### src/hdl/mkdh_pkg.sv
// Shared types, constants and helpers for the multi-key debounce block.
package mkdh_pkg;

  // Field and counter widths
  localparam int KEY_FIELD_W = 8;
  localparam int CNT_W       = 16;
  localparam int TRIG_W      = 3;
  localparam int CFG_IDX_W   = 3;
  localparam int CFG_DATA_W  = 16;

  // Default key count
  localparam int NUM_KEYS_DEF = 8;

  // Register reset values
  localparam logic [CNT_W-1:0] PRESS_FILTER_RST   = CNT_W'(100);
  localparam logic [CNT_W-1:0] RELEASE_FILTER_RST = CNT_W'(100);
  localparam logic [CNT_W-1:0] HOLD_FIRST_RST     = CNT_W'(2000);
  localparam logic [CNT_W-1:0] HOLD_REPEAT_RST    = CNT_W'(1000);

  // Register indexes
  localparam logic [CFG_IDX_W-1:0] REG_KEY_ENABLE     = 3'd0;
  localparam logic [CFG_IDX_W-1:0] REG_TRIGGER        = 3'd1;
  localparam logic [CFG_IDX_W-1:0] REG_PRESS_FILTER   = 3'd2;
  localparam logic [CFG_IDX_W-1:0] REG_RELEASE_FILTER = 3'd3;
  localparam logic [CFG_IDX_W-1:0] REG_HOLD_FIRST     = 3'd4;
  localparam logic [CFG_IDX_W-1:0] REG_HOLD_REPEAT    = 3'd5;

  // Trigger mask bits
  localparam int TRIG_PRESS   = 0;
  localparam int TRIG_RELEASE = 1;
  localparam int TRIG_HOLD    = 2;

  // Per-key state word held in the state memory
  typedef struct packed {
    logic             level;
    logic [CNT_W-1:0] press_cnt;
    logic [CNT_W-1:0] release_cnt;
    logic [CNT_W-1:0] first_cnt;
    logic [CNT_W-1:0] repeat_cnt;
  } key_state_t;

  // Shared thresholds and trigger mask
  typedef struct packed {
    logic [TRIG_W-1:0] trigger;
    logic [CNT_W-1:0]  press_ticks;
    logic [CNT_W-1:0]  release_ticks;
    logic [CNT_W-1:0]  first_ticks;
    logic [CNT_W-1:0]  repeat_ticks;
  } key_cfg_t;

  // Events raised by one key in one tick
  typedef struct packed {
    logic press;
    logic release_ev;
    logic hold;
  } key_ev_t;

  // Saturating increment of a counter
  function automatic logic [CNT_W-1:0] sat_inc(input logic [CNT_W-1:0] v);
    logic [CNT_W-1:0] r;
    r = (v == {CNT_W{1'b1}}) ? v : v + CNT_W'(1);
    return r;
  endfunction

endpackage

### src/hdl/mkdh_ram.sv
// Generic single-write, single-read RAM with registered read data.
module mkdh_ram #(
  parameter int WIDTH = 8,
  parameter int DEPTH = 8
) (
  input  logic                                   clk,
  input  logic                                   we,
  input  logic [(DEPTH > 1 ? $clog2(DEPTH) : 1)-1:0] waddr,
  input  logic [WIDTH-1:0]                       wdata,
  input  logic                                   re,
  input  logic [(DEPTH > 1 ? $clog2(DEPTH) : 1)-1:0] raddr,
  output logic [WIDTH-1:0]                       rdata
);

  logic [WIDTH-1:0] mem [DEPTH];

  // Write port
  always_ff @(posedge clk) begin
    if (we) begin
      mem[waddr] <= wdata;
    end
  end

  // Registered read port
  always_ff @(posedge clk) begin
    if (re) begin
      rdata <= mem[raddr];
    end
  end

endmodule

### src/hdl/mkdh_update.sv
// Per-key debounce and hold-repeat update of one state word.
module mkdh_update (
  input  mkdh_pkg::key_state_t cur,
  input  logic                 level,
  input  mkdh_pkg::key_cfg_t   cfg,
  output mkdh_pkg::key_state_t nxt,
  output mkdh_pkg::key_ev_t    ev
);

  logic [mkdh_pkg::CNT_W-1:0] press_inc;
  logic [mkdh_pkg::CNT_W-1:0] release_inc;
  logic [mkdh_pkg::CNT_W-1:0] first_inc;
  logic [mkdh_pkg::CNT_W-1:0] repeat_inc;

  assign press_inc   = mkdh_pkg::sat_inc(cur.press_cnt);
  assign release_inc = mkdh_pkg::sat_inc(cur.release_cnt);
  assign first_inc   = mkdh_pkg::sat_inc(cur.first_cnt);
  assign repeat_inc  = mkdh_pkg::sat_inc(cur.repeat_cnt);

  // Filter a level change, or run the hold counters on a steady level
  always_comb begin
    nxt = cur;
    ev  = '0;
    if (level != cur.level) begin
      nxt.first_cnt  = '0;
      nxt.repeat_cnt = '0;
      if (level) begin
        nxt.press_cnt = press_inc;
        if (press_inc >= cfg.press_ticks) begin
          ev.press      = cfg.trigger[mkdh_pkg::TRIG_PRESS];
          nxt.level     = 1'b1;
          nxt.press_cnt = '0;
        end
      end else begin
        nxt.release_cnt = release_inc;
        if (release_inc >= cfg.release_ticks) begin
          ev.release_ev   = cfg.trigger[mkdh_pkg::TRIG_RELEASE];
          nxt.level       = 1'b0;
          nxt.release_cnt = '0;
        end
      end
    end else begin
      nxt.press_cnt   = '0;
      nxt.release_cnt = '0;
      if (level) begin
        nxt.first_cnt  = first_inc;
        nxt.repeat_cnt = repeat_inc;
        if (first_inc >= cfg.first_ticks && repeat_inc >= cfg.repeat_ticks) begin
          ev.hold        = cfg.trigger[mkdh_pkg::TRIG_HOLD];
          nxt.repeat_cnt = '0;
        end
      end
    end
  end

endmodule

### src/hdl/multi_key_debounce_with_hold_repeat.sv
// Top level: key debounce with hold auto-repeat over a per-key state memory.
//
//   Channel | Direction | Handshake             | Payload
//   --------+-----------+-----------------------+------------------------------------
//   in      | input     | in_valid / in_stall   | key_levels
//   out     | output    | out_valid / out_stall | press_events, release_events,
//           |           |                       | hold_events
//   cfg     | input     | cfg_we                | cfg_index, cfg_data
//
// Each item sweeps min(NUM_KEYS, 8) keys: the sweep reads one key's state
// word a cycle from the single-read-port state memory, updates it and writes it back.
// A new item waits until the last key of the previous item has left its update stage, so no
// read overlaps a pending write to the same entry.
// Reset (rst, synchronous) clears the control registers and per-key valid bits, and loads
// the configuration defaults; a key whose valid bit is clear reads as released with all
// counters zero. A finished result waits in a result stage while the output register is
// stalled; the input stalls until that stage empties.
module multi_key_debounce_with_hold_repeat #(
  parameter int NUM_KEYS = mkdh_pkg::NUM_KEYS_DEF
) (
  input  logic                                clk,
  input  logic                                rst,
  // Input channel
  input  logic                                in_valid,
  output logic                                in_stall,
  input  logic [mkdh_pkg::KEY_FIELD_W-1:0]    key_levels,
  // Output channel
  output logic                                out_valid,
  input  logic                                out_stall,
  output logic [mkdh_pkg::KEY_FIELD_W-1:0]    press_events,
  output logic [mkdh_pkg::KEY_FIELD_W-1:0]    release_events,
  output logic [mkdh_pkg::KEY_FIELD_W-1:0]    hold_events,
  // Configuration port
  input  logic                                cfg_we,
  input  logic [mkdh_pkg::CFG_IDX_W-1:0]      cfg_index,
  input  logic [mkdh_pkg::CFG_DATA_W-1:0]     cfg_data
);

  // Keys beyond the level field never change, so only those inside it are swept
  localparam int ACTIVE   = (NUM_KEYS < mkdh_pkg::KEY_FIELD_W) ? NUM_KEYS
                                                               : mkdh_pkg::KEY_FIELD_W;
  localparam int KW       = (ACTIVE > 1) ? $clog2(ACTIVE) : 1;
  localparam int VLD_N    = 1 << KW;
  localparam int STATE_W  = $bits(mkdh_pkg::key_state_t);
  localparam logic [KW-1:0] LAST_KEY = KW'(ACTIVE - 1);

  // Configuration registers
  logic [mkdh_pkg::KEY_FIELD_W-1:0] key_enable_mask;
  mkdh_pkg::key_cfg_t               cfg;

  // Sweep control
  logic                             sweeping;
  logic [KW-1:0]                    key_idx;
  logic [mkdh_pkg::KEY_FIELD_W-1:0] levels;

  // Update stage
  logic                             s1_valid;
  logic                             s1_last;
  logic [KW-1:0]                    s1_key;
  logic                             s1_level;
  logic                             s1_en;
  logic                             s1_written;

  logic [VLD_N-1:0]                 written;
  logic [STATE_W-1:0]               ram_q;
  mkdh_pkg::key_state_t             cur;
  mkdh_pkg::key_state_t             nxt;
  mkdh_pkg::key_ev_t                ev;
  logic                             wr_en;

  // Event accumulation and result stage
  logic [mkdh_pkg::KEY_FIELD_W-1:0] acc_press;
  logic [mkdh_pkg::KEY_FIELD_W-1:0] acc_release;
  logic [mkdh_pkg::KEY_FIELD_W-1:0] acc_hold;
  logic [mkdh_pkg::KEY_FIELD_W-1:0] key_bit;
  logic [mkdh_pkg::KEY_FIELD_W-1:0] fin_press;
  logic [mkdh_pkg::KEY_FIELD_W-1:0] fin_release;
  logic [mkdh_pkg::KEY_FIELD_W-1:0] fin_hold;
  logic                             res_full;
  logic [mkdh_pkg::KEY_FIELD_W-1:0] res_press;
  logic [mkdh_pkg::KEY_FIELD_W-1:0] res_release;
  logic [mkdh_pkg::KEY_FIELD_W-1:0] res_hold;

  logic                             in_take;
  logic                             res_move;
  logic                             out_free;

  // Handshake decisions
  assign in_stall = sweeping || (s1_valid && s1_last) || (res_full && !res_move);
  assign in_take  = in_valid && !in_stall;
  assign out_free = !out_valid || !out_stall;
  assign res_move = res_full && out_free;

  // Hold configuration registers
  always_ff @(posedge clk) begin
    if (rst) begin
      key_enable_mask   <= '0;
      cfg.trigger       <= '0;
      cfg.press_ticks   <= mkdh_pkg::PRESS_FILTER_RST;
      cfg.release_ticks <= mkdh_pkg::RELEASE_FILTER_RST;
      cfg.first_ticks   <= mkdh_pkg::HOLD_FIRST_RST;
      cfg.repeat_ticks  <= mkdh_pkg::HOLD_REPEAT_RST;
    end else if (cfg_we) begin
      case (cfg_index)
        mkdh_pkg::REG_KEY_ENABLE:     key_enable_mask   <= cfg_data[mkdh_pkg::KEY_FIELD_W-1:0];
        mkdh_pkg::REG_TRIGGER:        cfg.trigger       <= cfg_data[mkdh_pkg::TRIG_W-1:0];
        mkdh_pkg::REG_PRESS_FILTER:   cfg.press_ticks   <= cfg_data[mkdh_pkg::CNT_W-1:0];
        mkdh_pkg::REG_RELEASE_FILTER: cfg.release_ticks <= cfg_data[mkdh_pkg::CNT_W-1:0];
        mkdh_pkg::REG_HOLD_FIRST:     cfg.first_ticks   <= cfg_data[mkdh_pkg::CNT_W-1:0];
        mkdh_pkg::REG_HOLD_REPEAT:    cfg.repeat_ticks  <= cfg_data[mkdh_pkg::CNT_W-1:0];
        default: ;
      endcase
    end
  end

  // Advance the key sweep, one memory read a cycle
  always_ff @(posedge clk) begin
    if (rst) begin
      sweeping <= 1'b0;
      key_idx  <= '0;
    end else if (in_take) begin
      sweeping <= 1'b1;
      key_idx  <= '0;
    end else if (sweeping) begin
      if (key_idx == LAST_KEY) begin
        sweeping <= 1'b0;
      end
      key_idx <= key_idx + KW'(1);
    end
  end

  // Capture the sampled levels of the accepted item
  always_ff @(posedge clk) begin
    if (in_take) begin
      levels <= key_levels;
    end
  end

  // Stage the swept key alongside its memory read
  always_ff @(posedge clk) begin
    if (rst) begin
      s1_valid <= 1'b0;
      s1_last  <= 1'b0;
    end else begin
      s1_valid <= sweeping;
      s1_last  <= sweeping && (key_idx == LAST_KEY);
    end
  end

  always_ff @(posedge clk) begin
    s1_key     <= key_idx;
    s1_level   <= levels[key_idx];
    s1_en      <= key_enable_mask[key_idx];
    s1_written <= written[key_idx];
  end

  // Per-key state memory
  mkdh_ram #(
    .WIDTH (STATE_W),
    .DEPTH (ACTIVE)
  ) u_state_ram (
    .clk   (clk),
    .we    (wr_en),
    .waddr (s1_key),
    .wdata (nxt),
    .re    (sweeping),
    .raddr (key_idx),
    .rdata (ram_q)
  );

  // A never-written entry reads as the reset state
  assign cur = s1_written ? mkdh_pkg::key_state_t'(ram_q) : '0;

  mkdh_update u_update (
    .cur   (cur),
    .level (s1_level),
    .cfg   (cfg),
    .nxt   (nxt),
    .ev    (ev)
  );

  // Write back only enabled keys; a disabled key stays frozen
  assign wr_en = s1_valid && s1_en;

  always_ff @(posedge clk) begin
    if (rst) begin
      written <= '0;
    end else if (wr_en) begin
      written[s1_key] <= 1'b1;
    end
  end

  // Merge this key's events into the item's bitmaps
  assign key_bit     = (s1_valid && s1_en) ? (mkdh_pkg::KEY_FIELD_W'(1) << s1_key) : '0;
  assign fin_press   = acc_press   | (ev.press      ? key_bit : '0);
  assign fin_release = acc_release | (ev.release_ev ? key_bit : '0);
  assign fin_hold    = acc_hold    | (ev.hold       ? key_bit : '0);

  always_ff @(posedge clk) begin
    if (rst) begin
      acc_press   <= '0;
      acc_release <= '0;
      acc_hold    <= '0;
    end else if (s1_valid) begin
      if (s1_last) begin
        acc_press   <= '0;
        acc_release <= '0;
        acc_hold    <= '0;
      end else begin
        acc_press   <= fin_press;
        acc_release <= fin_release;
        acc_hold    <= fin_hold;
      end
    end
  end

  // Hold the finished item until the output register frees
  always_ff @(posedge clk) begin
    if (rst) begin
      res_full <= 1'b0;
    end else if (s1_valid && s1_last) begin
      res_full <= 1'b1;
    end else if (res_move) begin
      res_full <= 1'b0;
    end
  end

  always_ff @(posedge clk) begin
    if (s1_valid && s1_last) begin
      res_press   <= fin_press;
      res_release <= fin_release;
      res_hold    <= fin_hold;
    end
  end

  // Output register
  always_ff @(posedge clk) begin
    if (rst) begin
      out_valid <= 1'b0;
    end else if (res_move) begin
      out_valid <= 1'b1;
    end else if (!out_stall) begin
      out_valid <= 1'b0;
    end
  end

  always_ff @(posedge clk) begin
    if (res_move) begin
      press_events   <= res_press;
      release_events <= res_release;
      hold_events    <= res_hold;
    end
  end

endmodule

### config.mk
export PLATFORM = sky130hd
export DESIGN_NAME = multi_key_debounce_with_hold_repeat
export DESIGN_NICKNAME = d
export VERILOG_FILES = /design/src/hdl/mkdh_pkg.sv /design/src/hdl/mkdh_ram.sv /design/src/hdl/mkdh_update.sv /design/src/hdl/multi_key_debounce_with_hold_repeat.sv
export SDC_FILE = /design/constraint.sdc
export NUM_CORES = 1
export LEC_CHECK = 0
export ABC_AREA = 0
export BUFFER_PORTS_ARGS = -buffer_cell sky130_fd_sc_hd__buf_2
export CAP_MARGIN = 10
export CORE_UTILIZATION = 63
export DETAILED_ROUTE_END_ITERATION = 7
export PLACE_DENSITY_LB_ADDON = 0.08
export SLEW_MARGIN = 20
export SYNTH_ARGS = -nofsm -noshare
export SYNTH_HDL_FRONTEND = slang
export SYNTH_SLANG_ARGS = --single-unit
### constraint.sdc
create_clock -name clk -period 5.7 [get_ports clk]
set_input_delay 0.57 -clock clk [delete_from_list [all_inputs] [get_ports clk]]
set_output_delay 0.57 -clock clk [all_outputs]
set_load 0.01 [all_outputs]
==> run metrics <==
clk sinks=762; RSZ-0062 raised after global routing=no; # rows=slightly above 80; post-layout worst setup margin=approximately 530 ps; initial core utilization=64.2%; num ports=58; actual slew at the worst max-slew pin=1120 ps; post-synth cell types=72; CTS Hold Bufs=0; worst min path class=input port to flip-flop; Area Growth Syn to Fin=11.2%; nets=2291; CTS root buffer=clkbuf_16; Worst Path Max Fanout=31; Worst Path Arrival=~5500 ps; IO buf count=between 50 and 60; critical path class=flip-flop to flip-flop; outcome=complete, no violations; Pwr Density=between 300 and 400 mW/mm^2; relative slew slack=between 20% and 30%; drt first pass iters=5; vias per cell=6.25; grt total ovfl=0; Top cell by count, worst path=ha_1; hpwl dp=~42000 microns; cts bufs inserted=76; CP Capture Type=flip-flop; Synth area leaders=edfxtp_1 (60%), mux4_2 (9.5%), dfxtp_1 (7.5%), ha_1 (2.7%), nand2_1 (2.7%); VDD IR-drop max=about 0.40 mV; max incr delay on CP=790 ps; initial antenna violation count=9; antenna-violating nets left=0; FMAX=193 MHz; die footprint=0.0523 sq mm; Detailed Route WL=70700 microns; Reg clk slew, reported paths=approximately 60 ps; skew final=approximately 26 ps; Die Ht=about 230 microns; htree depth=3; post-CTS sizing=0; Synth Register Bits=762; share of post-route cells with drive strength above 1=20.8%; Leakage Power=11.4 nW; postcts setup bufs=0; slowest cell on the critical path=o31ai_1; Placeable Area=0.0504 sq mm; Max Buffers Root-to-Sink=3; clock latency on the worst-skew pair=~630 ps; Ys Warns=0; worst path required time=~6000 ps; crit path time final=between 5000 and 6000 ps; Synth area leader=edfxtp_1; # DRC=0; initial drt markers=1703; Final period util=90.7%; commonest non-fill, non-tap cell in the layout=edfxtp_1; max-capacitance violation count=0; worst path cell trace=buf_12 -> and2_1 -> ha_1 -> nand3_1 -> nor4_2 -> mux2_2 -> ha_1 -> a2111oi_0 -> o21ai_0 -> a211oi_2 -> o21ai_1 -> o31ai_1; Post-synth EDFFs=641; via count=roughly 18000; register area share after synthesis=approximately two thirds; Worst path top cell family by delay=compound AO/OA/AOI/OAI gates; Syn Inst Count=2125; top_reg_cell synth=edfxtp_1; Post-synth ARST share=0%; area share of the largest cell type after synthesis=59.5%; syn nets=2227; wire per inst=24.2 microns; Post-Place Worst Slack=648 ps; Max Slew Vio Count=0; Die Span X=229 microns; number of global-route vias before repair=between 15000 and 20000; CTS tree=built; most frequent cells in the layout=edfxtp_1 (641), nand2_1 (231), mux4_2 (136); Mapped Area=0.0323 sq mm; CP Launch Type=flip-flop; final setup vio count=0; GRT Total Usage=27.8%; first-pass GRT wire length=109000 microns; buffers plus inverters on the worst setup path=1; Final Hold Violating Endpoints=0; Setup TNS=0 ps; largest net degree at the start of global routing=136; synthesized area per cell=15.2 sq um; gpl congestion=0.876
==> cell families (layout without fill, tap and decap cells) <==
family	count (synthesis)	in the layout	share of synthesized area, %
adder cells (fa/ha/maj)	70	70	2.71
flip-flops	762	762	67.0
buffers and inverters	187	312	2.32
AO/OA/AOI/OAI	264	264	5.58
XOR/XNOR	83	83	2.25
AND/OR/NAND/NOR	544	544	7.96
multiplexers	215	215	12.2
other	0	4	0
==> routing by layer <==
metal / vias to the layer above / global-route usage [%] / wire [microns]
li1: 8265 / - / -
met1: 9280 / 39.6 / 30700
met2: 612 / 44.6 / 33700
met3: 117 / 5.50 / 4880
met4: 12 / 6.54 / 1350
met5: - / 0 / 75
==> where the power goes <==
part | total, mW | internal [mW] | switching (mW)
combinational | 0.344 | 0.145 | 0.199
sequential | 6.08 | 6.02 | 0.0598
clock | 5.10 | 3.01 | 2.09
==> path summary, 6_finish.rpt <==
check                          from                          endpoint  slack [ps]  depth (start not counted)
max reg2reg      s1_written$_DFF_P_  u_state_ram.mem[1][10]$_DFFE_PP_         530                         12
max              s1_written$_DFF_P_  u_state_ram.mem[1][10]$_DFFE_PP_         530                         12
min                   key_levels[6]               levels[6]$_DFFE_PP_         120                          1
min reg2reg  res_press[3]$_DFFE_PP_         press_events[3]$_DFFE_PP_         420                          0
==> layout make-up <==
| cell class | count | area [sq um] |
|---|---|---|
| clock buffers | 96 | 2080 |
| diodes | 4 | 10.0 |
| repair buffers | 90 | 578 |
| fillers | 3197 | 14400 |
| clock inverters | 43 | 479 |
| multi-input cells | 1176 | 9960 |
| flip-flops and latches | 762 | 21700 |
| well taps | 672 | 841 |
| inverters | 83 | 320 |
==> Yosys cell counts (3+ instances only) <==
master	instances
a41oi_1	3
a22oi_1	8
buf_1	11
a31o_2	3
mux2_2	71
edfxtp_1	641
nor2_1	121
a32o_1	8
or2_2	7
nor4_1	10
o21bai_1	9
nand3_2	3
and2_1	12
mux2i_1	8
nand2b_1	11
a31oi_1	9
buf_2	28
or3_1	5
clkbuf_1	62
nor2b_1	4
o21ai_1	6
inv_1	82
nor4_2	3
nor3_1	35
o21ai_0	25
ha_1	70
o2111ai_1	4
a21oi_1	91
a21o_1	26
o31ai_1	8
nand3b_1	4
dfxtp_1	121
nand3_1	39
a211o_1	17
xnor2_1	40
nand2_1	231
nor4_4	3
mux4_2	136
and3_1	9
nand4_1	24
a22o_1	15
and4_1	13
xor2_1	43
o21a_1	5
a211oi_2	4
==> flip-flops by register name, indices dropped and copies added, names as in the netlist, 3 cells and up <==
signal and cells:
u_state_ram.mem 520, cfg 67, u_state_ram.rdata 65, acc_hold 8, acc_press 8, acc_release 8, hold_events 8, key_enable_mask 8
levels 8, press_events 8, release_events 8, res_hold 8, res_press 8, res_release 8, written 8, key_idx 3
s1_key 3
==> per-stage QoR <==
stage               total power, mW  area, sq um  instances  utilization, %  hold slack, ps
finish                         11.5        36000       2926            71.4             121
global route                   11.8        36000       2924            71.4            91.4
detailed placement             6.54        33400       2783            66.3             405
CTS                            11.6        35900       2922            71.4            93.1
global placement               6.53        33400       2782            66.2             405
floorplan                      6.43        32300       2125               -             354
(Power assumes the default switching activity.)
